<file path="src/rtl/mpa_pkg.sv">
// ----------------------------------------------------------------------------
// mpa_pkg
// Types and constants shared by the mouse packet assembler modules.
// ----------------------------------------------------------------------------
package mpa_pkg;

	localparam int unsigned DATA_W        = 8;
	localparam int unsigned IN_TICK_W     = 32;
	localparam int unsigned LIMIT_W       = 16;
	localparam int unsigned COUNT_W       = 32;
	localparam int unsigned DELTA_W       = 9;
	localparam int unsigned BUTTON_W      = 3;

	localparam int unsigned SYNC_BIT      = 3;
	localparam int unsigned X_SIGN_BIT    = 4;
	localparam int unsigned Y_SIGN_BIT    = 5;

	localparam logic [LIMIT_W-1:0] GAP_LIMIT_RESET = 16'd25;

	localparam int unsigned CFG_ADDR_W    = 3;
	localparam logic        REG_GAP_LIMIT = 1'b0;

	typedef enum logic [1:0] {
		POS_HEADER = 2'd0,
		POS_X      = 2'd1,
		POS_Y      = 2'd2
	} pos_t;

	typedef struct packed {
		logic                       packet_done;
		logic signed [DELTA_W-1:0]  delta_x;
		logic signed [DELTA_W-1:0]  delta_y;
		logic [BUTTON_W-1:0]        button_bits;
		logic                       gap_resync;
		logic                       framing_error;
		logic [COUNT_W-1:0]         packet_total;
		logic [COUNT_W-1:0]         sync_error_total;
	} mpa_result_t;

endpackage

</file>
<file path="src/rtl/mpa_framer.sv">
// ----------------------------------------------------------------------------
// mpa_framer
// Packet framing state, timeout check and result formation for one byte.
// ----------------------------------------------------------------------------
module mpa_framer
	import mpa_pkg::*;
#(
	parameter int unsigned TICK_BITS = 32
) (
	input  logic                  clk,
	input  logic                  arst_n,
	input  logic                  step,
	input  logic [DATA_W-1:0]     data_byte,
	input  logic [IN_TICK_W-1:0]  arrival_tick,
	input  logic [LIMIT_W-1:0]    gap_limit,
	output mpa_result_t           result
);

	localparam int unsigned CMP_W = (TICK_BITS > LIMIT_W) ? TICK_BITS : LIMIT_W;

	pos_t                  pos_q;
	logic [DATA_W-1:0]     header_q;
	logic [DATA_W-1:0]     x_byte_q;
	logic [TICK_BITS-1:0]  prev_tick_q;
	logic [COUNT_W-1:0]    packet_cnt_q;
	logic [COUNT_W-1:0]    error_cnt_q;

	pos_t                  pos_cur;
	pos_t                  pos_aft;
	pos_t                  pos_nxt;
	logic [TICK_BITS-1:0]  tick;
	logic [TICK_BITS-1:0]  gap;
	logic                  timeout;
	logic                  framing;
	logic                  done;
	logic                  take_header;
	logic                  take_x;
	logic [COUNT_W-1:0]    packet_cnt_nxt;
	logic [COUNT_W-1:0]    error_cnt_nxt;

	always_comb begin
		unique case (pos_q)
			POS_X:   pos_cur = POS_X;
			POS_Y:   pos_cur = POS_Y;
			default: pos_cur = POS_HEADER;
		endcase
		tick    = TICK_BITS'(arrival_tick);
		gap     = tick - prev_tick_q;
		timeout = (pos_cur != POS_HEADER) && (CMP_W'(gap) > CMP_W'(gap_limit));
		pos_aft = timeout ? POS_HEADER : pos_cur;
		framing = (pos_aft == POS_HEADER) && !data_byte[SYNC_BIT];
		take_header = (pos_aft == POS_HEADER) && data_byte[SYNC_BIT];
		take_x      = (pos_aft == POS_X);
		done        = (pos_aft == POS_Y);
		unique case (pos_aft)
			POS_HEADER: pos_nxt = framing ? POS_HEADER : POS_X;
			POS_X:      pos_nxt = POS_Y;
			default:    pos_nxt = POS_HEADER;
		endcase
		packet_cnt_nxt = packet_cnt_q + COUNT_W'(done);
		error_cnt_nxt  = error_cnt_q + COUNT_W'(timeout) + COUNT_W'(framing);
	end

	always_comb begin
		result                  = '0;
		result.packet_done      = done;
		result.gap_resync       = timeout;
		result.framing_error    = framing;
		result.packet_total     = packet_cnt_nxt;
		result.sync_error_total = error_cnt_nxt;
		if (done) begin
			result.delta_x     = {header_q[X_SIGN_BIT], x_byte_q};
			result.delta_y     = {header_q[Y_SIGN_BIT], data_byte};
			result.button_bits = header_q[BUTTON_W-1:0];
		end
	end

	always_ff @(posedge clk or negedge arst_n) begin
		if (!arst_n) begin
			pos_q        <= POS_HEADER;
			header_q     <= '0;
			x_byte_q     <= '0;
			prev_tick_q  <= '0;
			packet_cnt_q <= '0;
			error_cnt_q  <= '0;
		end else if (step) begin
			pos_q        <= pos_nxt;
			prev_tick_q  <= tick;
			packet_cnt_q <= packet_cnt_nxt;
			error_cnt_q  <= error_cnt_nxt;
			if (take_header) begin
				header_q <= data_byte;
			end
			if (take_x) begin
				x_byte_q <= data_byte;
			end
		end
	end

endmodule

</file>
<file path="src/rtl/mouse_packet_assembler_unit.sv">
// ----------------------------------------------------------------------------
// mouse_packet_assembler_unit
// Assembles three-byte mouse packets from a stream of received bytes.
// ----------------------------------------------------------------------------
// Each accepted byte yields exactly one result. The block takes one byte per
// clock cycle when the output side keeps up; a byte passes an input register
// and a result register before its result is on the output. The framing
// logic between those registers is a single tick subtract and compare.
// gap_limit (byte address 0) resets to 25 and should only be written while
// no bytes are in flight.
module mouse_packet_assembler_unit
	import mpa_pkg::*;
#(
	parameter int unsigned TICK_BITS = 32
) (
	input  logic                   clk,
	input  logic                   arst_n,
	// data_byte[7:0], arrival_tick[39:8]
	input  logic [39:0]            s_axis_tdata,
	input  logic                   s_axis_tvalid,
	output logic                   s_axis_tready,
	// delta_x[8:0], delta_y[17:9], button_bits[20:18], packet_total[52:21],
	// sync_error_total[84:53], zero fill[87:85]
	output logic [87:0]            m_axis_tdata,
	// packet_done[0], gap_resync[1], framing_error[2]
	output logic [2:0]             m_axis_tuser,
	output logic                   m_axis_tvalid,
	input  logic                   m_axis_tready,
	input  logic                   psel,
	input  logic                   penable,
	input  logic                   pwrite,
	input  logic [CFG_ADDR_W-1:0]  paddr,
	input  logic [31:0]            pwdata,
	output logic [31:0]            prdata,
	output logic                   pready
);

	logic                  valid_s1;
	logic [DATA_W-1:0]     data_s1;
	logic [IN_TICK_W-1:0]  tick_s1;
	logic                  valid_s2;
	logic [87:0]           tdata_s2;
	logic [2:0]            tuser_s2;
	logic [LIMIT_W-1:0]    gap_limit_q;
	logic                  advance;
	logic                  in_take;
	logic                  cfg_write;
	mpa_result_t           result;

	assign advance       = valid_s1 && (!valid_s2 || m_axis_tready);
	assign s_axis_tready = !valid_s1 || advance;
	assign in_take       = s_axis_tvalid && s_axis_tready;

	assign pready    = 1'b1;
	assign cfg_write = psel && penable && pwrite && pready;

	always_comb begin
		prdata = '0;
		if (paddr[2] == REG_GAP_LIMIT) begin
			prdata = 32'(gap_limit_q);
		end
	end

	always_ff @(posedge clk or negedge arst_n) begin
		if (!arst_n) begin
			gap_limit_q <= GAP_LIMIT_RESET;
		end else if (cfg_write && paddr[2] == REG_GAP_LIMIT) begin
			gap_limit_q <= pwdata[LIMIT_W-1:0];
		end
	end

	always_ff @(posedge clk or negedge arst_n) begin
		if (!arst_n) begin
			valid_s1 <= 1'b0;
		end else if (s_axis_tready) begin
			valid_s1 <= s_axis_tvalid;
		end
	end

	always_ff @(posedge clk) begin
		if (in_take) begin
			data_s1 <= s_axis_tdata[DATA_W-1:0];
			tick_s1 <= s_axis_tdata[DATA_W +: IN_TICK_W];
		end
	end

	mpa_framer #(
		.TICK_BITS (TICK_BITS)
	) u_framer (
		.clk          (clk),
		.arst_n       (arst_n),
		.step         (advance),
		.data_byte    (data_s1),
		.arrival_tick (tick_s1),
		.gap_limit    (gap_limit_q),
		.result       (result)
	);

	always_ff @(posedge clk or negedge arst_n) begin
		if (!arst_n) begin
			valid_s2 <= 1'b0;
		end else if (!valid_s2 || m_axis_tready) begin
			valid_s2 <= valid_s1;
		end
	end

	always_ff @(posedge clk) begin
		if (advance) begin
			tdata_s2 <= {3'b000, result.sync_error_total, result.packet_total,
				result.button_bits, result.delta_y, result.delta_x};
			tuser_s2 <= {result.framing_error, result.gap_resync, result.packet_done};
		end
	end

	assign m_axis_tvalid = valid_s2;
	assign m_axis_tdata  = tdata_s2;
	assign m_axis_tuser  = tuser_s2;

endmodule

</file>
<file path="config.mk">
export PLATFORM = sky130hd
export DESIGN_NAME = mouse_packet_assembler_unit
export DESIGN_NICKNAME = d
export VERILOG_FILES = /design/src/rtl/mpa_pkg.sv /design/src/rtl/mpa_framer.sv /design/src/rtl/mouse_packet_assembler_unit.sv
export SDC_FILE = /design/constraint.sdc
export NUM_CORES = 1
export LEC_CHECK = 0
export ABC_CLOCK_PERIOD_IN_PS = 10650
export BUFFER_PORTS_ARGS = -buffer_cell sky130_fd_sc_hd__buf_2
export CAP_MARGIN = 40
export CORE_MARGIN = 3
export CORE_UTILIZATION = 50
export DETAILED_ROUTE_END_ITERATION = 16
export PLACE_DENSITY = 0.68
export SLEW_MARGIN = 20
export SYNTH_ARGS = -nofsm -noshare
export SYNTH_HDL_FRONTEND = slang
export SYNTH_SLANG_ARGS = --single-unit
</file>
<file path="constraint.sdc">
create_clock -name clk -period 10.65 [get_ports clk]
set_input_delay 1.5975 -clock clk [delete_from_list [all_inputs] [get_ports clk]]
set_output_delay 1.5975 -clock clk [all_outputs]
set_load 0.1 [all_outputs]
</file>
After elaboration in Yosys (flattened, before gate mapping)
Index checks and enable logic that the tools add are counted.
Widths: inputs -> output; s select.
- register bits: 258
- input bits: 82
- output and inout bits: 126
- add/sub/neg operators: 4
- magnitude comparators: 1
- equality and inequality tests: 4
- multiplexer cells: 5
- bitwise logic cells: 1
- reductions and logical operators: 17
- operators with widths (operator ; number):
    $add 32x1->32 ; 3
    $gt 32x16->1 ; 1
    $sub 32x32->32 ; 1
    $mux 16 ; 1
    $logic_and 1x1->1 ; 8
    $pmux 2 s2 ; 2
    $eq 2x1->1 const B ; 2
    $eq 2x2->1 const B ; 2
    $reduce_and 2->1 ; 2
    $logic_not 1->1 ; 3
    $logic_not 2->1 ; 1
    $logic_or 1x1->1 ; 2
    $mux 2 ; 1
    $reduce_bool 2->1 ; 1
    $mux 1 ; 1
    $not 1->1 ; 1

Logic depth before layout (Yosys ltp)
- word-level depth: 9
- depth in mapped cells: 36
- gate-level depth less buffers: 32

Cells and area by module
From an unflattened synthesis, not the netlist that was laid out.
- cells, all modules: 1105
- area total of the unflattened synthesis: 12731.0 um^2
- by module, submodules not included (module ; times used ; cells each ; area an instance (um^2) ; seq. area each (um^2)):
    mpa_framer ; 1 ; 896 ; 7872.6 ; 2777.7
    mouse_packet_assembler_unit ; 1 ; 209 ; 4858.4 ; 4297.9

Worst setup path after synthesis
OpenSTA, ideal clock, no wires.
- kind: register to register
- from: register u_framer.prev_tick_q[0]
- to: register u_framer.error_cnt_q[30]
- setup time: 0.123 ns
- arrival time: 6.431 ns
- slack: 4.096 ns
- cell stages (with the launch flop): 34
- period minus slack after synthesis: 6.554 ns
- cell sequence: dfrtp_1 -> ha_1 -> fa_1 -> nor2b_1 -> o2111ai_1 -> a211oi_1 -> nor2_1 -> xnor2_1 -> ha_1 -> and4_1 -> nand4_1 -> a211o_1 -> nand3_1 -> o31a_1 -> nor4_1 -> o2111ai_1 -> nor4_4 -> or2_0 -> buf_4 -> buf_6 -> a21o_1 -> fa_1 -> inv_1 -> ha_1 -> inv_1 -> or2_2 -> clkbuf_1 -> nor4_1 -> nand3_1 -> nor2_1 -> nand4_1 -> nor2_1 -> nand3_1 -> xnor2_1
- longest elaborated chain between the ends: 7
- RTL lines (what ; RTL line ; source):
    start, declared ; mpa_framer.sv:24 ; logic [TICK_BITS-1:0] prev_tick_q;
    start signal, assigned ; mpa_framer.sv:88 ; prev_tick_q <= tick;
    $sub 32x32->32 * ; mpa_framer.sv:48 ; gap = tick - prev_tick_q;
    $gt 32x16->1 * ; mpa_framer.sv:49 ; timeout = (pos_cur != POS_HEADER) && (CMP_W'(gap) > CMP_W'(gap_limit));
    $logic_and 1x1->1 * ; mpa_framer.sv:49 ;
    parallel branches: the longest is 3 deep, another holds $add 32x1->32 ; n/a ;
    $add 32x1->32 * ; mpa_framer.sv:61 ; error_cnt_nxt = error_cnt_q + COUNT_W'(timeout) + COUNT_W'(framing);
    end signal, assigned ; mpa_framer.sv:90 ; error_cnt_q <= error_cnt_nxt;
    end, declared ; mpa_framer.sv:26 ; logic [COUNT_W-1:0] error_cnt_q;
Mark *: on every way between the ends.
A chain may end at the register's enable or synchronous reset.

==> flow_metrics.tcl <==
set metrics [dict create \
    ir_worst_vdd_uv 207.5 \
    fp.dieW_um 165.8 \
    gp_congestion 0.8639 \
    cp.arrival_ns 8.54 \
    synth_top_area_frac 0.3010 \
    cts_tree "built" \
    num_rows 57 \
    synth.area.top_cells "edfxtp_1 30%, dfrtp_1 25%, xnor2_1 5.4%" \
    antenna_found_initial 1 \
    drtAntennaViolNets 0 \
    initial_core_util 0.5175 \
    fin_cells 1653 \
    crit_path_max_fanout 15 \
    max_freq_ghz 0.1235 \
    dp.cells 1599 \
    fin_hold_ws_ns 0.4826 \
    postCtsSetupRepairBufs 0 \
    critPathMaxStageDelay_ns 0.61 \
    setup_violations 0 \
    drv_cap 0 \
    crit_type "flop to flop" \
    numCtsBuffers 28 \
    dp_hpwl_mm 17.90 \
    period_share 0.7605 \
    grt_max_degree 96 \
    place_area_mm2 0.01386 \
    ys_types 67 \
    ios 208 \
    yosysMostFrequentCell "nand2_1" \
    startpoint_type "flop" \
    grt_setup_unrepaired "false" \
    tns_ns 0 \
    ys_warn_count 0 \
    die_area_mm2 0.02750 \
    synth-edff-count 128 \
    slew_violations 0 \
    drive_above_1_share 0.1973 \
    netlist.top_cell.by_area "edfxtp_1" \
    async_flop_share 0.5019 \
    grt_pass1_wl_mm 41.63 \
    setup_ws_ns 2.551 \
    dp_slack_ns 2.598 \
    cp.required_ns 11.09 \
    crit_top_cell "ha_1" \
    total_power_mw 3.189 \
    cts_sinks 257 \
    core_mm2 0.02468 \
    avgSynthCellArea_um2 11.16 \
    hold_viol_final 0 \
    p_per_area_mw_per_mm2 215.5 \
    cts.htree.levels 1 \
    syn-instance-count 1144 \
    area_delta_synth_final_pct 15.88 \
    path_clk_slew_ns 0.06 \
    post-route-util 0.5997 \
    nNetsFinal 1443 \
    min_path_type "flop to flop" \
    syn_area_mm2 0.01277 \
    skew_ns 0.02420 \
    cts_buffer_depth 3 \
    critPathCaptureType "flop" \
    p_leak_nw 6.758 \
    drc_errors 0 \
    fillerInstances 2100 \
    critPathSlowestCell "or2_0" \
    outcome "finished clean" \
    multi_input_area_mm2 0.005185 \
    cts_resized 0 \
    drtIter0Drc 488 \
    drt-vias-per-instance 5.226 \
    grt_pass1_vias 8569 \
    worst_pin_slew_ns 0.7925 \
    cts_hold_buf 0 \
    drt_wl_total_mm 25.05 \
    vias 8639 \
    root_buffer "clkbuf_16" \
    slew_headroom 0.4717 \
    synth-seq-area-share 0.5540 \
    ys.flop_type "edfxtp_1" \
    wl_per_cell_um 15.15 \
    grt-ovfl-total 0 \
    min_period_ns 8.099 \
    io_buffers 169 \
    synth_commonest_cells "133 x nand2_1, 128 x edfxtp_1, 126 x dfrtp_1, 79 x xnor2_1, 75 x nor2_1" \
    insertion_delay_ns 0.56 \
    track_usage 0.1789 \
    first_pass_iters 5 \
    die_y_um 165.8 \
    register_area_mm2 0.007076 \
    final_area_mm2 0.01480 \
    synth_seq_cells 257 \
]
## layout make-up
cell class / instances / area share
timing repair buffer: 178 / 0.06645
inverter: 62 / 0.01606
clock buffer: 35 / 0.05200
sequential: 257 / 0.4781
multi-input combinational: 779 / 0.3504
clock inverter: 17 / 0.009469
tap: 324 / 0.02739
antenna: 1 / 0.0001691
## worst max-delay path: cells and delay by family (launching register included)
kind	cells	cell delay, ns
simple gates	14	3.65
flops	1	0.44
buf+inv	1	0.30
compound gates	10	2.17
fa+ha+maj	4	1.13
xor+xnor	2	0.30
## final timing paths
kind | startpoint | endpoint | slack [ns] | depth (start not counted)
setup reg to reg | tick_s1[4]$_DFFE_PP_ | u_framer.packet_cnt_q[28]$_DFFE_PN0P_ | 2.55 | 31
hold / removal | u_framer.error_cnt_q[0]$_DFFE_PN0P_ | u_framer.error_cnt_q[0]$_DFFE_PN0P_ | 0.48 | 2
min in group asynchronous | arst_n | u_framer.prev_tick_q[17]$_DFFE_PN0P_ | 1.04 | 1
setup / recovery | tick_s1[4]$_DFFE_PP_ | u_framer.packet_cnt_q[28]$_DFFE_PN0P_ | 2.55 | 31
hold reg to reg | u_framer.error_cnt_q[0]$_DFFE_PN0P_ | u_framer.error_cnt_q[0]$_DFFE_PN0P_ | 0.48 | 2
max in group asynchronous | arst_n | gap_limit_q[3]$_DFFE_PN1P_ | 8.51 | 3
## flip-flops by register name (all words and copies together), names as in the netlist
name and cells:
u_framer.x_byte_q 8, valid_s1 1, data_s1 8, u_framer.pos_q 2, u_framer.header_q 5, m_axis_tdata 85, gap_limit_q 16, u_framer.error_cnt_q 32
m_axis_tvalid 1, u_framer.packet_cnt_q 32, tick_s1 32, m_axis_tuser 3, u_framer.prev_tick_q 32
## metal layers
metal	part of all wire	vias up	GRT usage
li1	-	4305	-
met1	0.45	4081	0.2396
met2	0.48	202	0.3034
met3	0.048	51	0.02809
met4	0.026	0	0.05353
met5	0	-	0
## where the power goes
group	internal, mW	switching, mW
logic	0.285	0.724
clock network	0.539	0.392
registers	1.19	0.0632
total	2.01	1.18
## kinds of logic after synthesis
kind of cell	Yosys count	synth area share
flip-flops	257	0.5540
XOR/XNOR	139	0.09533
buffers and inverters	126	0.04536
other	2	0.0005881
AND/OR/NAND/NOR	372	0.1393
adder cells (fa/ha/maj)	55	0.05506
AO/OA/AOI/OAI	165	0.08602
multiplexers	28	0.02430
## cells in the final DEF, fill, tap and decap left out, types with 40 or more instances in the layout
master,count
edfxtp_1,128
inv_1,61
ha_1,53
and3_1,40
nor2_1,75
buf_2,168
xor2_1,60
xnor2_1,79
o21ai_0,48
dfrtp_1,126
nand2_1,133
Note: power is estimated with default switching activity, not from simulation.
